[src/hdl/tcp_option_kind_walker_assert.svh]
// Assertion macros for the TCP option kind walker.
// Expects clk and rst_n in scope at the point of use.
`ifndef TCP_OPTION_KIND_WALKER_ASSERT_SVH
`define TCP_OPTION_KIND_WALKER_ASSERT_SVH

// Consequent must hold in the same cycle as the antecedent.
`define TCPW_ASSERT_NOW(label, ante, cons) \
    label: assert property (@(posedge clk) disable iff (!rst_n) (ante) |-> (cons)) \
        else $error("tcpw same-cycle check failed");

// Consequent must hold in the cycle after the antecedent.
`define TCPW_ASSERT_NEXT(label, ante, cons) \
    label: assert property (@(posedge clk) disable iff (!rst_n) (ante) |=> (cons)) \
        else $error("tcpw next-cycle check failed");

`endif

[src/hdl/tcpw_pkg.sv]
// Shared types and constants for the TCP option kind walker.
// No dependencies; imported by every module of the block.
`timescale 1ns / 1ps
`default_nettype none

package tcpw_pkg;

    typedef enum logic [1:0] {
        PH_IDLE  = 2'd0,
        PH_FIXED = 2'd1,
        PH_OPT   = 2'd2,
        PH_LEN   = 2'd3
    } parse_phase_t;

    typedef enum logic [1:0] {
        REC_FLAGS  = 2'd0,
        REC_OPTION = 2'd1,
        REC_END    = 2'd2
    } rec_kind_t;

    // One queue entry: a record, optionally followed by an end record.
    typedef struct packed {
        rec_kind_t   kind;
        logic [5:0]  flags;
        logic [7:0]  opt;
        logic        trail_end;
    } rec_entry_t;

    localparam int QUEUE_DEPTH = 4;

    localparam logic [5:0] POS_MAX     = 6'd63;
    localparam logic [5:0] POS_OFFSET  = 6'd12;
    localparam logic [5:0] POS_FLAGS   = 6'd13;
    localparam logic [5:0] POS_LAST    = 6'd19;
    localparam logic [3:0] WORDS_BASIC = 4'd5;
    localparam logic [5:0] FIXED_BYTES = 6'd20;

endpackage

`default_nettype wire

[src/hdl/tcpw_front.sv]
// Front end: accepts header bytes, tracks the header walk and classifies each
// byte into at most one queue entry. Depends on tcpw_pkg.
`timescale 1ns / 1ps
`default_nettype none

module tcpw_front
    import tcpw_pkg::*;
(
    input  wire logic       clk,
    input  wire logic       rst_n,
    input  wire logic       in_valid,
    output logic            in_ready,
    input  wire logic [7:0] header_byte,
    input  wire logic       segment_start,
    input  wire logic       q_full,
    output logic            q_push,
    output rec_entry_t      q_data
);

    parse_phase_t phase_reg, phase_next, phase_eff;
    logic [5:0]   pos_reg, pos_next;
    logic [3:0]   hw_reg, hw_next, hw_eff;
    logic [5:0]   rem_reg, rem_next, rem_eff, rem_dec;
    logic [7:0]   skip_reg, skip_next, skip_eff;
    logic         accept;
    logic         fin;
    logic         emit_flags;
    logic         emit_opt;
    logic         single_kind;
    logic         bad_len;
    logic         to_len;

    // A start byte acts on a freshly cleared walk.
    assign phase_eff   = segment_start ? PH_FIXED : phase_reg;
    assign hw_eff      = segment_start ? 4'd0 : hw_reg;
    assign rem_eff     = segment_start ? 6'd0 : rem_reg;
    assign skip_eff    = segment_start ? 8'd0 : skip_reg;
    assign rem_dec     = rem_eff - 6'd1;
    assign single_kind = (header_byte < 8'd2);
    assign bad_len     = single_kind || (header_byte > ({2'b00, rem_eff} + 8'd1));
    assign to_len      = (skip_eff == 8'd0) && !single_kind && (rem_eff >= 6'd2);

    assign in_ready = !q_full;
    assign accept   = in_valid && in_ready;
    assign q_push   = accept && (fin || emit_flags || emit_opt);

    // Counters, record decisions.
    always_comb
    begin
        pos_next   = pos_reg;
        hw_next    = hw_reg;
        rem_next   = rem_reg;
        skip_next  = skip_reg;
        fin        = 1'b0;
        emit_flags = 1'b0;
        emit_opt   = 1'b0;
        if (segment_start)
        begin
            pos_next  = 6'd0;
            hw_next   = 4'd0;
            rem_next  = 6'd0;
            skip_next = 8'd0;
        end
        else if (phase_reg != PH_IDLE && pos_reg != POS_MAX)
        begin
            pos_next = pos_reg + 6'd1;
        end
        unique case (phase_eff)
            PH_FIXED:
            begin
                if (pos_next == POS_OFFSET)
                begin
                    hw_next = header_byte[7:4];
                end
                else if (pos_next == POS_FLAGS)
                begin
                    emit_flags = 1'b1;
                end
                else if (pos_next == POS_LAST)
                begin
                    if (hw_eff <= WORDS_BASIC)
                    begin
                        fin = 1'b1;
                    end
                    else
                    begin
                        rem_next  = {hw_eff, 2'b00} - FIXED_BYTES;
                        skip_next = 8'd0;
                    end
                end
            end
            PH_OPT:
            begin
                if (skip_eff != 8'd0)
                begin
                    skip_next = skip_eff - 8'd1;
                    rem_next  = rem_dec;
                    fin       = (rem_dec == 6'd0);
                end
                else
                begin
                    emit_opt = 1'b1;
                    if (single_kind)
                    begin
                        rem_next = rem_dec;
                        fin      = (rem_dec == 6'd0);
                    end
                    else if (rem_eff < 6'd2)
                    begin
                        fin = 1'b1;
                    end
                    else
                    begin
                        rem_next = rem_dec;
                    end
                end
            end
            PH_LEN:
            begin
                if (bad_len)
                begin
                    fin = 1'b1;
                end
                else
                begin
                    rem_next  = rem_dec;
                    skip_next = header_byte - 8'd2;
                    fin       = (rem_dec == 6'd0);
                end
            end
            PH_IDLE:
            begin
            end
        endcase
    end

    // Walk phase.
    always_comb
    begin
        phase_next = phase_eff;
        if (fin)
        begin
            phase_next = PH_IDLE;
        end
        else
        begin
            unique case (phase_eff)
                PH_FIXED: phase_next = (pos_next == POS_LAST) ? PH_OPT : PH_FIXED;
                PH_OPT:   phase_next = to_len ? PH_LEN : PH_OPT;
                PH_LEN:   phase_next = PH_OPT;
                PH_IDLE:  phase_next = PH_IDLE;
            endcase
        end
    end

    // Queue entry. An option record that also ends the walk carries a trailing end.
    always_comb
    begin
        q_data.kind      = REC_END;
        q_data.flags     = 6'd0;
        q_data.opt       = 8'd0;
        q_data.trail_end = 1'b0;
        if (emit_flags)
        begin
            q_data.kind  = REC_FLAGS;
            q_data.flags = header_byte[5:0];
        end
        else if (emit_opt)
        begin
            q_data.kind      = REC_OPTION;
            q_data.opt       = header_byte;
            q_data.trail_end = fin;
        end
    end

    always_ff @(posedge clk or negedge rst_n)
    begin
        if (!rst_n)
        begin
            phase_reg <= PH_IDLE;
            pos_reg   <= 6'd0;
            hw_reg    <= 4'd0;
            rem_reg   <= 6'd0;
            skip_reg  <= 8'd0;
        end
        else if (accept)
        begin
            phase_reg <= phase_next;
            pos_reg   <= pos_next;
            hw_reg    <= hw_next;
            rem_reg   <= rem_next;
            skip_reg  <= skip_next;
        end
    end

endmodule

`default_nettype wire

[src/hdl/tcpw_queue.sv]
// Small FIFO of record entries between the front and back ends.
// Depends on tcpw_pkg for the entry type.
`timescale 1ns / 1ps
`default_nettype none

module tcpw_queue
    import tcpw_pkg::*;
#(
    parameter int DEPTH = QUEUE_DEPTH
)
(
    input  wire logic       clk,
    input  wire logic       rst_n,
    input  wire logic       push,
    input  wire rec_entry_t push_data,
    input  wire logic       pop,
    output rec_entry_t      pop_data,
    output logic            full,
    output logic            empty
);

    localparam int AW = (DEPTH > 1) ? $clog2(DEPTH) : 1;
    localparam int CW = $clog2(DEPTH + 1);
    localparam logic [AW-1:0] LAST_IDX = AW'(DEPTH - 1);
    localparam logic [CW-1:0] FULL_CNT = CW'(DEPTH);

    rec_entry_t    mem_reg [DEPTH];
    logic [AW-1:0] wr_reg, wr_next;
    logic [AW-1:0] rd_reg, rd_next;
    logic [CW-1:0] cnt_reg, cnt_next;
    logic          do_push;
    logic          do_pop;

    assign full     = (cnt_reg == FULL_CNT);
    assign empty    = (cnt_reg == '0);
    assign do_push  = push && !full;
    assign do_pop   = pop && !empty;
    assign pop_data = mem_reg[rd_reg];

    always_comb
    begin
        wr_next  = do_push ? ((wr_reg == LAST_IDX) ? '0 : wr_reg + 1'b1) : wr_reg;
        rd_next  = do_pop ? ((rd_reg == LAST_IDX) ? '0 : rd_reg + 1'b1) : rd_reg;
        cnt_next = cnt_reg;
        if (do_push && !do_pop)
        begin
            cnt_next = cnt_reg + 1'b1;
        end
        else if (do_pop && !do_push)
        begin
            cnt_next = cnt_reg - 1'b1;
        end
    end

    always_ff @(posedge clk)
    begin
        if (do_push)
        begin
            mem_reg[wr_reg] <= push_data;
        end
    end

    always_ff @(posedge clk or negedge rst_n)
    begin
        if (!rst_n)
        begin
            wr_reg  <= '0;
            rd_reg  <= '0;
            cnt_reg <= '0;
        end
        else
        begin
            wr_reg  <= wr_next;
            rd_reg  <= rd_next;
            cnt_reg <= cnt_next;
        end
    end

endmodule

`default_nettype wire

[src/hdl/tcpw_back.sv]
// Back end (uses tcpw_pkg): drains queue entries into the output register at one
// record per cycle unless stalled; a trailing-end entry splits into two records.
`timescale 1ns / 1ps
`default_nettype none

module tcpw_back
    import tcpw_pkg::*;
(
    input  wire logic       clk,
    input  wire logic       rst_n,
    input  wire logic       q_empty,
    input  wire rec_entry_t q_data,
    output logic            q_pop,
    output logic            out_valid,
    input  wire logic       out_ready,
    output logic [1:0]      record_kind,
    output logic [5:0]      control_flags,
    output logic [7:0]      option_kind,
    output logic            last_of_run,
    output logic            pend_end
);

    logic       valid_reg, valid_next;
    logic       pend_reg, pend_next;
    rec_kind_t  kind_reg, kind_next;
    logic [5:0] flags_reg, flags_next;
    logic [7:0] opt_reg, opt_next;
    logic       last_reg, last_next;
    logic       load;

    assign load  = !valid_reg || out_ready;
    assign q_pop = load && !pend_reg && !q_empty;

    always_comb
    begin
        valid_next = valid_reg;
        pend_next  = pend_reg;
        kind_next  = kind_reg;
        flags_next = flags_reg;
        opt_next   = opt_reg;
        last_next  = last_reg;
        if (load)
        begin
            if (pend_reg)
            begin
                valid_next = 1'b1;
                pend_next  = 1'b0;
                kind_next  = REC_END;
                flags_next = 6'd0;
                opt_next   = 8'd0;
                last_next  = 1'b1;
            end
            else if (!q_empty)
            begin
                valid_next = 1'b1;
                pend_next  = q_data.trail_end;
                kind_next  = q_data.kind;
                flags_next = q_data.flags;
                opt_next   = q_data.opt;
                last_next  = !q_data.trail_end;
            end
            else
            begin
                valid_next = 1'b0;
            end
        end
    end

    always_ff @(posedge clk or negedge rst_n)
    begin
        if (!rst_n)
        begin
            valid_reg <= 1'b0;
            pend_reg  <= 1'b0;
        end
        else
        begin
            valid_reg <= valid_next;
            pend_reg  <= pend_next;
        end
    end

    always_ff @(posedge clk)
    begin
        kind_reg  <= kind_next;
        flags_reg <= flags_next;
        opt_reg   <= opt_next;
        last_reg  <= last_next;
    end

    assign out_valid     = valid_reg;
    assign record_kind   = kind_reg;
    assign control_flags = flags_reg;
    assign option_kind   = opt_reg;
    assign last_of_run   = last_reg;
    assign pend_end      = pend_reg;

endmodule

`default_nettype wire

[src/hdl/tcp_option_kind_walker.sv]
// Top level of the TCP option kind walker: front end, record queue, back end.
// Depends on tcpw_pkg, tcpw_front, tcpw_queue, tcpw_back and the assert header.
//
//   channel | handshake            | payload
//   --------+----------------------+-------------------------------------------
//   input   | in_valid / in_ready  | header_byte, segment_start
//   output  | out_valid / out_ready| record_kind, control_flags, option_kind,
//           |                      | last_of_run
//
// One header byte is accepted per cycle while the record queue has room.
// Each byte yields zero, one or two records, and the output register shows
// one record per cycle while out_ready allows; a record passes from the
// record queue into the output register before it reaches the output ports.
// in_ready drops only when the queue (DEPTH entries) is full.
// Reset clears the walk to idle and empties the queue and output register.
`timescale 1ns / 1ps
`default_nettype none

`include "tcp_option_kind_walker_assert.svh"

module tcp_option_kind_walker
    import tcpw_pkg::*;
#(
    parameter int DEPTH = QUEUE_DEPTH
)
(
    input  wire logic       clk,
    input  wire logic       rst_n,
    input  wire logic       in_valid,
    output logic            in_ready,
    input  wire logic [7:0] header_byte,
    input  wire logic       segment_start,
    output logic            out_valid,
    input  wire logic       out_ready,
    output logic [1:0]      record_kind,
    output logic [5:0]      control_flags,
    output logic [7:0]      option_kind,
    output logic            last_of_run
);

    rec_entry_t q_in;
    rec_entry_t q_out;
    logic       q_push;
    logic       q_pop;
    logic       q_full;
    logic       q_empty;
    logic       pend_end;

    tcpw_front u_front (
        .clk           (clk),
        .rst_n         (rst_n),
        .in_valid      (in_valid),
        .in_ready      (in_ready),
        .header_byte   (header_byte),
        .segment_start (segment_start),
        .q_full        (q_full),
        .q_push        (q_push),
        .q_data        (q_in)
    );

    tcpw_queue #(
        .DEPTH (DEPTH)
    ) u_queue (
        .clk       (clk),
        .rst_n     (rst_n),
        .push      (q_push),
        .push_data (q_in),
        .pop       (q_pop),
        .pop_data  (q_out),
        .full      (q_full),
        .empty     (q_empty)
    );

    tcpw_back u_back (
        .clk           (clk),
        .rst_n         (rst_n),
        .q_empty       (q_empty),
        .q_data        (q_out),
        .q_pop         (q_pop),
        .out_valid     (out_valid),
        .out_ready     (out_ready),
        .record_kind   (record_kind),
        .control_flags (control_flags),
        .option_kind   (option_kind),
        .last_of_run   (last_of_run),
        .pend_end      (pend_end)
    );

    // Only an option record can be followed by a second record from the same byte.
    `TCPW_ASSERT_NOW(a_split_is_option, out_valid && !last_of_run, record_kind == REC_OPTION)
    // The record after a non-final one is the end record, shown at once.
    `TCPW_ASSERT_NEXT(a_end_follows, out_valid && out_ready && !last_of_run,
        out_valid && record_kind == REC_END && last_of_run)
    // The front never pushes into a full queue.
    `TCPW_ASSERT_NOW(a_no_overflow, q_push, !q_full)
    // A pending end record keeps the output register occupied.
    `TCPW_ASSERT_NOW(a_pend_has_out, pend_end, out_valid && !last_of_run)

endmodule

`default_nettype wire
[config.mk]
export PLATFORM = sky130hd
export DESIGN_NAME = tcp_option_kind_walker
export DESIGN_NICKNAME = d
export VERILOG_FILES = /design/src/hdl/tcpw_pkg.sv /design/src/hdl/tcpw_front.sv /design/src/hdl/tcpw_queue.sv /design/src/hdl/tcpw_back.sv /design/src/hdl/tcp_option_kind_walker.sv
export VERILOG_INCLUDE_DIRS = /design/src /design/src/hdl
export SDC_FILE = /design/constraint.sdc
export NUM_CORES = 1
export LEC_CHECK = 0
export BUFFER_PORTS_ARGS = -buffer_cell sky130_fd_sc_hd__buf_2
export CAP_MARGIN = 10
export CORE_MARGIN = 3
export CORE_UTILIZATION = 41
export DETAILED_ROUTE_END_ITERATION = 10
export GPL_TIMING_DRIVEN = 1
export SYNTH_ARGS = -nofsm -noshare
export SYNTH_HDL_FRONTEND = slang
export SYNTH_SLANG_ARGS = --single-unit
[constraint.sdc]
create_clock -name clk -period 3.8 [get_ports clk]
set_clock_uncertainty 0.1 [all_clocks]
set_input_delay 0.57 -clock clk [delete_from_list [all_inputs] [get_ports clk]]
set_output_delay 0.57 -clock clk [all_outputs]
set_load 0.005 [all_outputs]
==> results of run 1 <==
## synth_stat cells (3+ instances only)
master / n
nor4_1: 5
nand2b_1: 3
dfrtp_1: 35
xor2_1: 5
edfxtp_1: 85
nor2b_1: 25
inv_1: 17
mux2_2: 6
nand2_1: 37
a32o_1: 4
and3_1: 8
o31ai_1: 6
nand4_1: 4
a31oi_1: 6
a21o_1: 4
o22ai_1: 3
xnor2_1: 9
ha_1: 22
a211oi_1: 3
mux4_2: 17
o21ai_0: 36
clkbuf_1: 19
nor2_1: 34
nand3_1: 9
mux2i_1: 5
a21oi_1: 19
a22o_1: 10
nor3_1: 20
and2_1: 11
or3_1: 5
## worst max-delay path by stage
stage / from / endpoint / cells past startpoint
after floorplan: segment_start / u_queue.cnt_reg[2] / 20
after global placement: segment_start / u_queue.cnt_reg[1] / 19
after detailed placement: segment_start / u_queue.cnt_reg[1] / 19
after CTS: u_front.rem_reg[0] / u_queue.cnt_reg[1] / 17
after global routing: u_front.rem_reg[0] / u_queue.cnt_reg[1] / 17
final: u_front.rem_reg[1] / u_queue.cnt_reg[1] / 16
## final cells by class
cell class | instances | area share [%]
clock buffers | 17 | 5.53
clock inverters | 15 | 2.46
flip-flops and latches | 120 | 44.6
repair buffers | 59 | 4.75
well taps | 211 | 3.43
inverters | 18 | 0.911
multi-input cells | 373 | 38.4
## cell families (layout without fill, tap and decap cells)
kind of cell    after synthesis  count (layout)  synth area share [%]
mux                          30              30                  8.21
simple gates                179             179                  14.9
compound gates              127             127                  14.5
buf+inv                      44             109                  2.83
fa+ha+maj                    23              23                  4.57
flops                       120             120                  53.1
xor+xnor                     14              14                  1.90
## layer usage
layer | global-route usage (%) | vias to the layer above
li1 | - | 2160
met1 | 24.2 | 2348
met2 | 31.5 | 133
met3 | 4.21 | 41
met4 | 9.33 | 0
met5 | 0 | -
## stage by stage
stage	worst slack, ns	hold slack (ns)	setup TNS, ns
after floorplan	-0.345	0.174	-0.649
after global placement	-0.267	0.408	-7.38
after detailed placement	-0.419	0.413	-16.55
after CTS	0.00910	0.188	0
after global routing	-0.00286	0.218	-0.00286
final	0.112	0.176	0
## where the power goes
group          switching, uW  internal, uW  total (uW)  leakage [uW]
sequential               183          1520        1700       0.00135
clock                    621          1040        1670      0.000296
combinational            403           350         753       0.00136
## timing repair
action                                  in CTS  in global routing
hold buffers                                 0                  0
endpoints found under the setup margin       1                  2
endpoints found under the hold margin        0                  0
gates resized for setup                      1                  5
pin swaps                                    0                  6
setup buffers                                0                  1
==> metrics.md, run 1 <==
| Metric | Value |
|---|---|
| Outcome | `finished clean` |
| Metal3 WL | `632 um` |
| Slew Limit Fails | `0` |
| Buffers on Ports | `31` |
| First-pass GRT wire length | `25,800 um` |
| Post-synthesis register bit count | `120` |
| Clk Latency, worst-skew pair | `0.41 ns` |
| Starting density of the core | `42.2%` |
| Die area | `17,300 um^2` |
| Critical path required time | `4.00 ns` |
| Slack of the worst reg-to-reg path | `0.11 ns` |
| Most numerous cell on the critical path | `ha_4` |
| Fin area | `7690 um^2` |
| Commonest cells after routing, fill and taps aside | `edfxtp_1, nand2_1, o21ai_0, dfrtp_1, nor2_1` |
| CTS buffer count | `17` |
| Post-Route Utilization | `50.2%` |
| CTS Buffer Depth | `2` |
| Fin crit share | `97.1%` |
| Worst Path Max Fanout | `3` |
| Core footprint | `15,300 um^2` |
| CP max stage delay | `0.42 ns` |
| Reg2Reg Depth | `16` |
| Fin cells | `813` |
| First drt pass iteration count | `5` |
| Met2 Routed Length | `8010 um` |
| Die Wd | `132 um` |
| Detail Placement HPWL | `11,400 um` |
| Worst Max-Slew Pin Slew | `0.878 ns` |
| Share of cells above drive strength 1 | `25.6%` |
| Post-synth top area cell | `edfxtp_1` |
| CP top delay family | `adder cells` |
| Iteration-0 DRC Markers | `338` |
| Worst Path Arrival | `3.89 ns` |
| Crit-path slowest cell | `fa_2` |
| Critical path class | `reg -> reg` |
| Synth area leaders | `edfxtp_1, dfrtp_1, mux4_2, ha_1, o21ai_0` |
| Dpl cells | `780` |
| WL met1 | `6880 um` |
| Root buffer cell | `clkbuf_16` |
| Largest net degree at the start of global routing | `36` |
| Crit path time final | `3.69 ns` |
| Final WL | `16,100 um` |
| Area delta synth->final | `19.1%` |
| IO Pins | `32` |
| Reg area | `3430 um^2` |
| Worst setup SP type | `flop` |
| ANT cells | `0` |
| H-tree depth | `4` |
| Synth Flop Type | `edfxtp_1` |
| Syn avg cell area | `12.0 um^2` |
| Detail Route Antenna Nets | `0` |
| CTS tree | `yes` |
| Distinct cells, synth | `81` |
| R2R Path Start | `u_front.rem_reg[1]` |
| Nets | `625` |
| Die H | `132 um` |
| Cell Area, Synth | `6460 um^2` |
| WL/cell | `19.8 um` |
| Post-synth ARST share | `29.2%` |
| Post-Place Cell Area | `7050 um^2` |
| DR vias | `4,682` |
| Critical-path cell list | `nor2b_4, ha_4, and3_4, xnor2_1, or2_4, ha_4, and4_4, a41o_1, a32oi_2, o31ai_2, and3_4, a21oi_4, ha_4, inv_2, fa_2, mux2_2` |
| Max IR drop VDD | `0.327 mV` |
| FMAX | `0.271 GHz` |
| Max-Cap Viols | `0` |
| Row cnt | `45` |
| Total power | `4120 uW` |
| Fillers | `1,340` |
| Total of warnings raised by yosys | `0` |
| Reg clk slew, reported paths | `0.06 ns` |
| DRC Markers | `0` |
| HP Class | `in -> async` |
| CP bufs+invs | `1` |
| Initial antenna violation count | `0` |
| Clock sinks | `120` |
| Leakage | `0.00301 uW` |
| Worst R2R End | `u_queue.cnt_reg[1]` |
| Post-synth EDFFs | `85` |
| GRT overflow | `0` |
| Final setup viols | `0` |
| Synth top area share | `39.5%` |
| GRT Total Usage | `19.2%` |
| Normalized max-slew margin | `41.4%` |
| Commonest non-fill, non-tap cell in the layout | `edfxtp_1` |
| Endpoint class of the critical path | `flop` |
| Final hold vios | `0` |
| GP Congestion | `0.905` |
| Vias in the first global route | `4,745` |
| Top layer used by detailed routing | `met4` |
| Cells after synthesis | `537` |
| Register area share after synthesis | `53.1%` |
| Max FFs per register | `68` |
| Cell area power density | `536 nW/um^2` |
| Post-Synthesis Net Count | `573` |
| Multi-input gate area | `2950 um^2` |
| Via density | `5.76` |
Power figures use the tool's default switching activity.
==> run 2: changes to the inputs <==
MAX_ROUTING_LAYER = met4   (was not set)
SETUP_SLACK_MARGIN = 0.4   (was not set)
==> metrics.md, run 2 (same netlist as run 1, synthesis figures left out) <==
| Metric | Value |
|---|---|
| Vias in the first global route | `4,558 (-3.9%)` |
| IO Pins | `32 (unchanged)` |
| H-tree depth | `4 (unchanged)` |
| Worst Setup EP | `u_queue.cnt_reg[1]` |
| Max-Cap Viols | `0 (unchanged)` |
| Initial antenna violation count | `0 (unchanged)` |
| First-pass GRT wire length | `25,200 um (-2.3%)` |
| Worst Path Max Fanout | `4 (+1)` |
| Sequential power share | `41.8% (+0.5 points)` |
| Fin crit share | `96.1% (-1.0 points)` |
| Crit path time final | `3.65 ns (-0.0382 ns)` |
| Max IR drop VDD | `0.302 mV (-7.6%)` |
| Normalized max-slew margin | `41.4% (-0.055 points)` |
| Die H | `132 um (unchanged)` |
| Clock share of power | `38.6% (-1.8 points)` |
| Buffers on Ports | `31 (unchanged)` |
| Iteration-0 DRC Markers | `438 (+30%)` |
| Nets | `641 (+2.6%)` |
| CTS tree | `yes` |
| Final WL | `16,400 um (+2.1%)` |
| Reg2Reg Depth | `17 (+1)` |
| Worst Max-Slew Pin Slew | `0.879 ns (+0.000830 ns)` |
| First drt pass iteration count | `7 (+2)` |
| Die area | `17,300 um^2 (unchanged)` |
| Cell area power density | `516 nW/um^2 (-3.6%)` |
| Critical path required time | `4.00 ns (about the same)` |
| Reg clk slew, reported paths | `0.06 ns (about the same)` |
| Row cnt | `45 (unchanged)` |
| Worst setup SP type | `flop` |
| Comb pwr share | `19.6% (+1.3 points)` |
| Clk Latency, worst-skew pair | `0.41 ns (about the same)` |
| Critical path class | `reg -> reg` |
| Clock sinks | `120 (unchanged)` |
| DR vias | `4,716 (+0.73%)` |
| WL/cell | `19.8 um (+0.21%)` |
| Slack of the worst reg-to-reg path | `0.15 ns (+0.04 ns)` |
| Switch Pwr | `1180 uW (-1.9%)` |
| Starting density of the core | `42.2% (unchanged)` |
| R2R Path Start | `u_front.rem_reg[0]` |
| Detail Route Antenna Nets | `0 (unchanged)` |
| Final setup viols | `0 (unchanged)` |
| Detail Placement HPWL | `11,000 um (-3.5%)` |
| RSZ-0062 raised after global routing | `true` |
| Final hold vios | `0 (unchanged)` |
| Area delta synth->final | `21.2%` |
| GRT Total Usage | `19.1% (-0.16 points)` |
| Core footprint | `15,300 um^2 (unchanged)` |
| HP Class | `in -> async` |
| Commonest cells after routing, fill and taps aside | `edfxtp_1, buf_4, nand2_1` |
| Worst setup path start | `u_front.rem_reg[0]` |
| Hold WS | `0.176 ns (+0.000357 ns)` |
| Slew Limit Fails | `0 (unchanged)` |
| GRT overflow | `0 (unchanged)` |
| Share of cells above drive strength 1 | `28.5% (+2.9 points)` |
| Root buffer cell | `clkbuf_16` |
| Die Wd | `132 um (unchanged)` |
| GP Congestion | `0.912 (+0.86%)` |
| ANT cells | `0 (unchanged)` |
| Endpoint class of the critical path | `flop` |
| Largest net degree at the start of global routing | `36 (unchanged)` |
| CTS Buffer Depth | `2 (unchanged)` |
| Internal | `2860 uW (-1.9%)` |
| DRC Markers | `0 (unchanged)` |
| Switch share | `29.3% (about the same)` |
| CTS buffer count | `17 (unchanged)` |
| Worst Path Arrival | `3.85 ns (-0.04 ns)` |
| Worst R2R End | `u_queue.cnt_reg[1]` |
| Via density | `5.70 (-1.1%)` |
| Post-Route Utilization | `51.1% (+0.87 points)` |
| FMAX | `0.274 GHz (+1.0%)` |
| Outcome | `finished clean` |
| Leakage | `0.00307 uW (+2.1%)` |
| Max FFs per register | `68 (unchanged)` |
| Commonest non-fill, non-tap cell in the layout | `edfxtp_1` |
run 2: changes by cell type in the layout (fill, tap and decap cells not counted), sizes merged:
cell / previous run / this run
bufinv: 3 / 2
and2: 11 / 18
buf: 59 / 68
clkinvlp: 2 / 3
clkinv: 4 / 6
inv: 24 / 21
run 2: worst max-delay path: stages, from the launching register on:
cell and delay, ns:
dfrtp_2 0.44, nand2_4 0.08, inv_4 0.04, ha_4 0.15, and3_4 0.14, xnor2_1 0.11
or2_4 0.24, ha_4 0.27, and4_4 0.21, a41o_1 0.20, a32oi_2 0.08, o31ai_2 0.25
and3_4 0.25, a21oi_4 0.06, ha_4 0.18, inv_2 0.05, fa_2 0.41, mux2_4 0.27
run 2: through the flow:
stage	cell area (um^2)	worst slack [ns]	total power (uW)	setup TNS [ns]	instances
finish	7830	0.150	4040	0	828
global placement	7080	-0.221	2470	-9.42	782
CTS	7700	0.214	4060	0	817
floorplan	6570	-0.322	2210	-1.64	537
detailed placement	7080	-0.281	2480	-12.41	782
global route	7830	0.0138	4240	0	828
run 2: area by class of cell:
cell class / count / area [um^2]
fillers: 1341 / 7490
flip-flops and latches: 120 / 3430
multi-input cells: 380 / 3050
repair buffers: 68 / 437
clock buffers: 17 / 425
well taps: 211 / 264
clock inverters: 14 / 149
inverters: 18 / 72.6
run 2: how the worst min path moves through the flow:
stage | startpoint | end | slack [ns]
3_5_place_dp | u_queue.cnt_reg[2] | u_queue.cnt_reg[2] | 0.42
3_3_place_gp | u_queue.cnt_reg[2] | u_queue.cnt_reg[2] | 0.41
4_1_cts | rst_n | u_front.rem_reg[4] | 0.20
6_report | rst_n | u_front.hw_reg[0] | 0.18
5_1_grt | rst_n | u_front.rem_reg[4] | 0.25
2_1_floorplan | rst_n | u_back.out_valid | 0.17
run 2: what timing repair did:
item                       4_1_cts  5_1_grt
pin swaps                       10        7
setup endpoints to repair       70       77
setup buffers                    4        4
resized for setup               11       16
cloned                           0        7
hold buffers                     0        0
run 2: per-layer routing:
layer	share of wire, %	track usage, %
met1	42	23.2
met2	50	30.8
met3	4.8	4.44
met4	3.1	7.93
met5	0	-
run 2: power groups by stage:
stage / logic, uW / registers [uW] / clock network (uW)
detailed placement: 763 / 1720 / 0
finish: 791 / 1690 / 1560
global route: 874 / 1720 / 1650
CTS: 780 / 1690 / 1580
floorplan: 606 / 1610 / 0
global placement: 758 / 1710 / 0
==> run 3: changes to the inputs <==
CORE_UTILIZATION = 54   (was 41)
PLACE_DENSITY = 0.74   (was not set)
==> metrics.md, run 3 (same netlist as run 1, synthesis figures left out) <==
| Metric | Value |
|---|---|
| Outcome | `finished clean` |
| Worst R2R End | `u_queue.cnt_reg[1]` |
| DR vias | `4,955 (+5.1%)` |
| GP Congestion | `0.957 (+4.9%)` |
| Slack of the worst reg-to-reg path | `0.09 ns (-0.06 ns)` |
| Via density | `6.48 (+14%)` |
| Worst Max-Slew Pin Slew | `0.906 ns (+0.0265 ns)` |
| Hold WS | `0.187 ns (+0.0105 ns)` |
| CTS buffer count | `17 (unchanged)` |
| Leakage | `0.00309 uW (+0.49%)` |
| Row cnt | `39 (-13%)` |
| Share of cells above drive strength 1 | `28.6% (+0.092 points)` |
| Final hold vios | `0 (unchanged)` |
| Clock sinks | `120 (unchanged)` |
| Buffers on Ports | `31 (unchanged)` |
| Vias in the first global route | `4,797 (+5.2%)` |
| Fin crit share | `97.5% (+1.5 points)` |
| CTS Buffer Depth | `2 (unchanged)` |
| Reg2Reg Depth | `17 (unchanged)` |
| Area delta synth->final | `20.1%` |
| Max-Cap Viols | `0 (unchanged)` |
| Iteration-0 DRC Markers | `568 (+30%)` |
| Root buffer cell | `clkbuf_16` |
| Commonest non-fill, non-tap cell in the layout | `edfxtp_1` |
| Die Wd | `115 um (-12%)` |
| Slew Limit Fails | `0 (unchanged)` |
| Commonest cells after routing, fill and taps aside | `edfxtp_1, buf_4, nand2_1` |
| GRT Total Usage | `27.0% (+7.9 points)` |
| DRC Markers | `0 (unchanged)` |
| Fin area | `7760 um^2 (-0.86%)` |
| Initial antenna violation count | `0 (unchanged)` |
| Final WL | `16,800 um (+2.5%)` |
| Cts hold-fix bufs | `0 (unchanged)` |
| Critical path class | `reg -> reg` |
| Detail Placement HPWL | `10,800 um (-1.1%)` |
| GRT overflow | `0 (unchanged)` |
| Max FFs per register | `68 (unchanged)` |
| Reg clk slew, reported paths | `0.06 ns (about the same)` |
| ANT cells | `0 (unchanged)` |
| Starting density of the core | `55.8% (+14 points)` |
| Cell area power density | `514 nW/um^2 (-0.34%)` |
| Nets | `645 (+0.62%)` |
| Final setup viols | `0 (unchanged)` |
| Critical path required time | `4.00 ns (about the same)` |
| Fin cells | `765 (-7.6%)` |
| HP Class | `in -> async` |
| Crit path time final | `3.71 ns (+0.0562 ns)` |
| Clk Latency, worst-skew pair | `0.41 ns (about the same)` |
| WL/cell | `22.0 um (+11%)` |
| First-pass GRT wire length | `26,300 um (+4.2%)` |
| Dpl cells | `711 (-9.1%)` |
| RSZ-0062 raised after global routing | `true` |
| FMAX | `0.270 GHz (-1.5%)` |
| Die H | `115 um (-12%)` |
| Worst setup SP type | `flop` |
| Largest net degree at the start of global routing | `36 (unchanged)` |
| Worst Path Arrival | `3.90 ns (+0.05 ns)` |
| Endpoint class of the critical path | `flop` |
| Setup slack after layout | `0.0936 ns (-0.0562 ns)` |
| Normalized max-slew margin | `39.6% (-1.8 points)` |
| Die area | `13,300 um^2 (-23%)` |
| Post-Place Cell Area | `6970 um^2 (-1.5%)` |
| H-tree depth | `4 (unchanged)` |
| Post-Route Utilization | `67.1% (+16 points)` |
| CTS tree | `yes` |
| IO Pins | `32 (unchanged)` |
| Core footprint | `11,600 um^2 (-24%)` |
| Fillers | `804 (-40%)` |
| Dpl ws | `-0.350 ns (-0.0693 ns)` |
| Max IR drop VDD | `0.333 mV (+10%)` |
| R2R Path Start | `u_front.rem_reg[0]` |
| First drt pass iteration count | `7 (unchanged)` |
| Worst Path Max Fanout | `3 (-1)` |
| Detail Route Antenna Nets | `0 (unchanged)` |
-- run 3: cell types whose count changed in the layout (fill, tap and decap cells not counted), sizes merged --
| cell | previous run | this run |
|---|---|---|
| and2 | 18 | 17 |
| buf | 68 | 73 |
| bufinv | 2 | 1 |
| clkbuf | 17 | 18 |
| clkinv | 6 | 9 |
| clkinvlp | 3 | 2 |
| inv | 21 | 20 |
-- run 3: what timing repair did --
item | CTS | global route
pin swaps | 13 | 0
cloned | 3 | 3
endpoints found under the setup margin | 70 | 81
buffers inserted | 13 | 3
resized for setup | 13 | 11
-- run 3: metal layers --
layer	up-vias	share of wire, %	track usage [%]
li1	2214	-	-
met1	2419	40	33.0
met2	256	50	44.0
met3	66	5.8	6.32
met4	0	4.0	9.78
met5	-	0	-
-- run 3: worst max-delay path, stage by stage (launching register included) --
cell	delay (ns)
dfrtp_2	0.43
nand2_4	0.08
inv_4	0.04
ha_4	0.15
and3_4	0.15
xnor2_1	0.11
or2_4	0.24
ha_4	0.27
and4_4	0.21
a41o_1	0.21
a32oi_2	0.08
o31ai_2	0.26
and3_4	0.25
a21oi_4	0.07
ha_4	0.20
inv_2	0.05
fa_2	0.42
mux2_2	0.26
-- run 3: worst max path at each step --
stage,start,cells past startpoint,slack (ns),end
2_1_floorplan,segment_start,20,-0.32,u_queue.cnt_reg[2]
3_3_place_gp,segment_start,19,-0.21,u_queue.cnt_reg[1]
3_5_place_dp,segment_start,19,-0.35,u_queue.cnt_reg[1]
4_1_cts,u_front.rem_reg[0],17,0.18,u_queue.cnt_reg[1]
5_1_grt,u_front.rem_reg[0],17,0.006,u_queue.cnt_reg[1]
6_report,u_front.rem_reg[0],17,0.09,u_queue.cnt_reg[1]
-- run 3: per-stage QoR --
step | TNS (ns) | power, uW
finish | 0 | 3990
global route | 0 | 4170
detailed placement | -12.98 | 2470
CTS | 0 | 3990
floorplan | -1.64 | 2210
global placement | -5.90 | 2440
-- run 3: final cells by class --
| type | instances | area (um^2) | share of cell area, % |
|---|---|---|---|
| clock buffer | 18 | 429 | 5.53 |
| clock inverter | 14 | 126 | 1.63 |
| inverter | 18 | 72.6 | 0.935 |
| multi-input combinational | 379 | 3040 | 39.1 |
| sequential | 120 | 3430 | 44.2 |
| tap | 143 | 179 | 2.31 |
| timing repair buffer | 73 | 487 | 6.27 |
-- run 3: power breakdown --
part	switching [uW]	leakage, uW	internal, uW	total, uW
combinational	402	0.00147	365	767
clock	615	0.000270	902	1520
sequential	190	0.00135	1520	1710
total	1210	0.00309	2780	3990
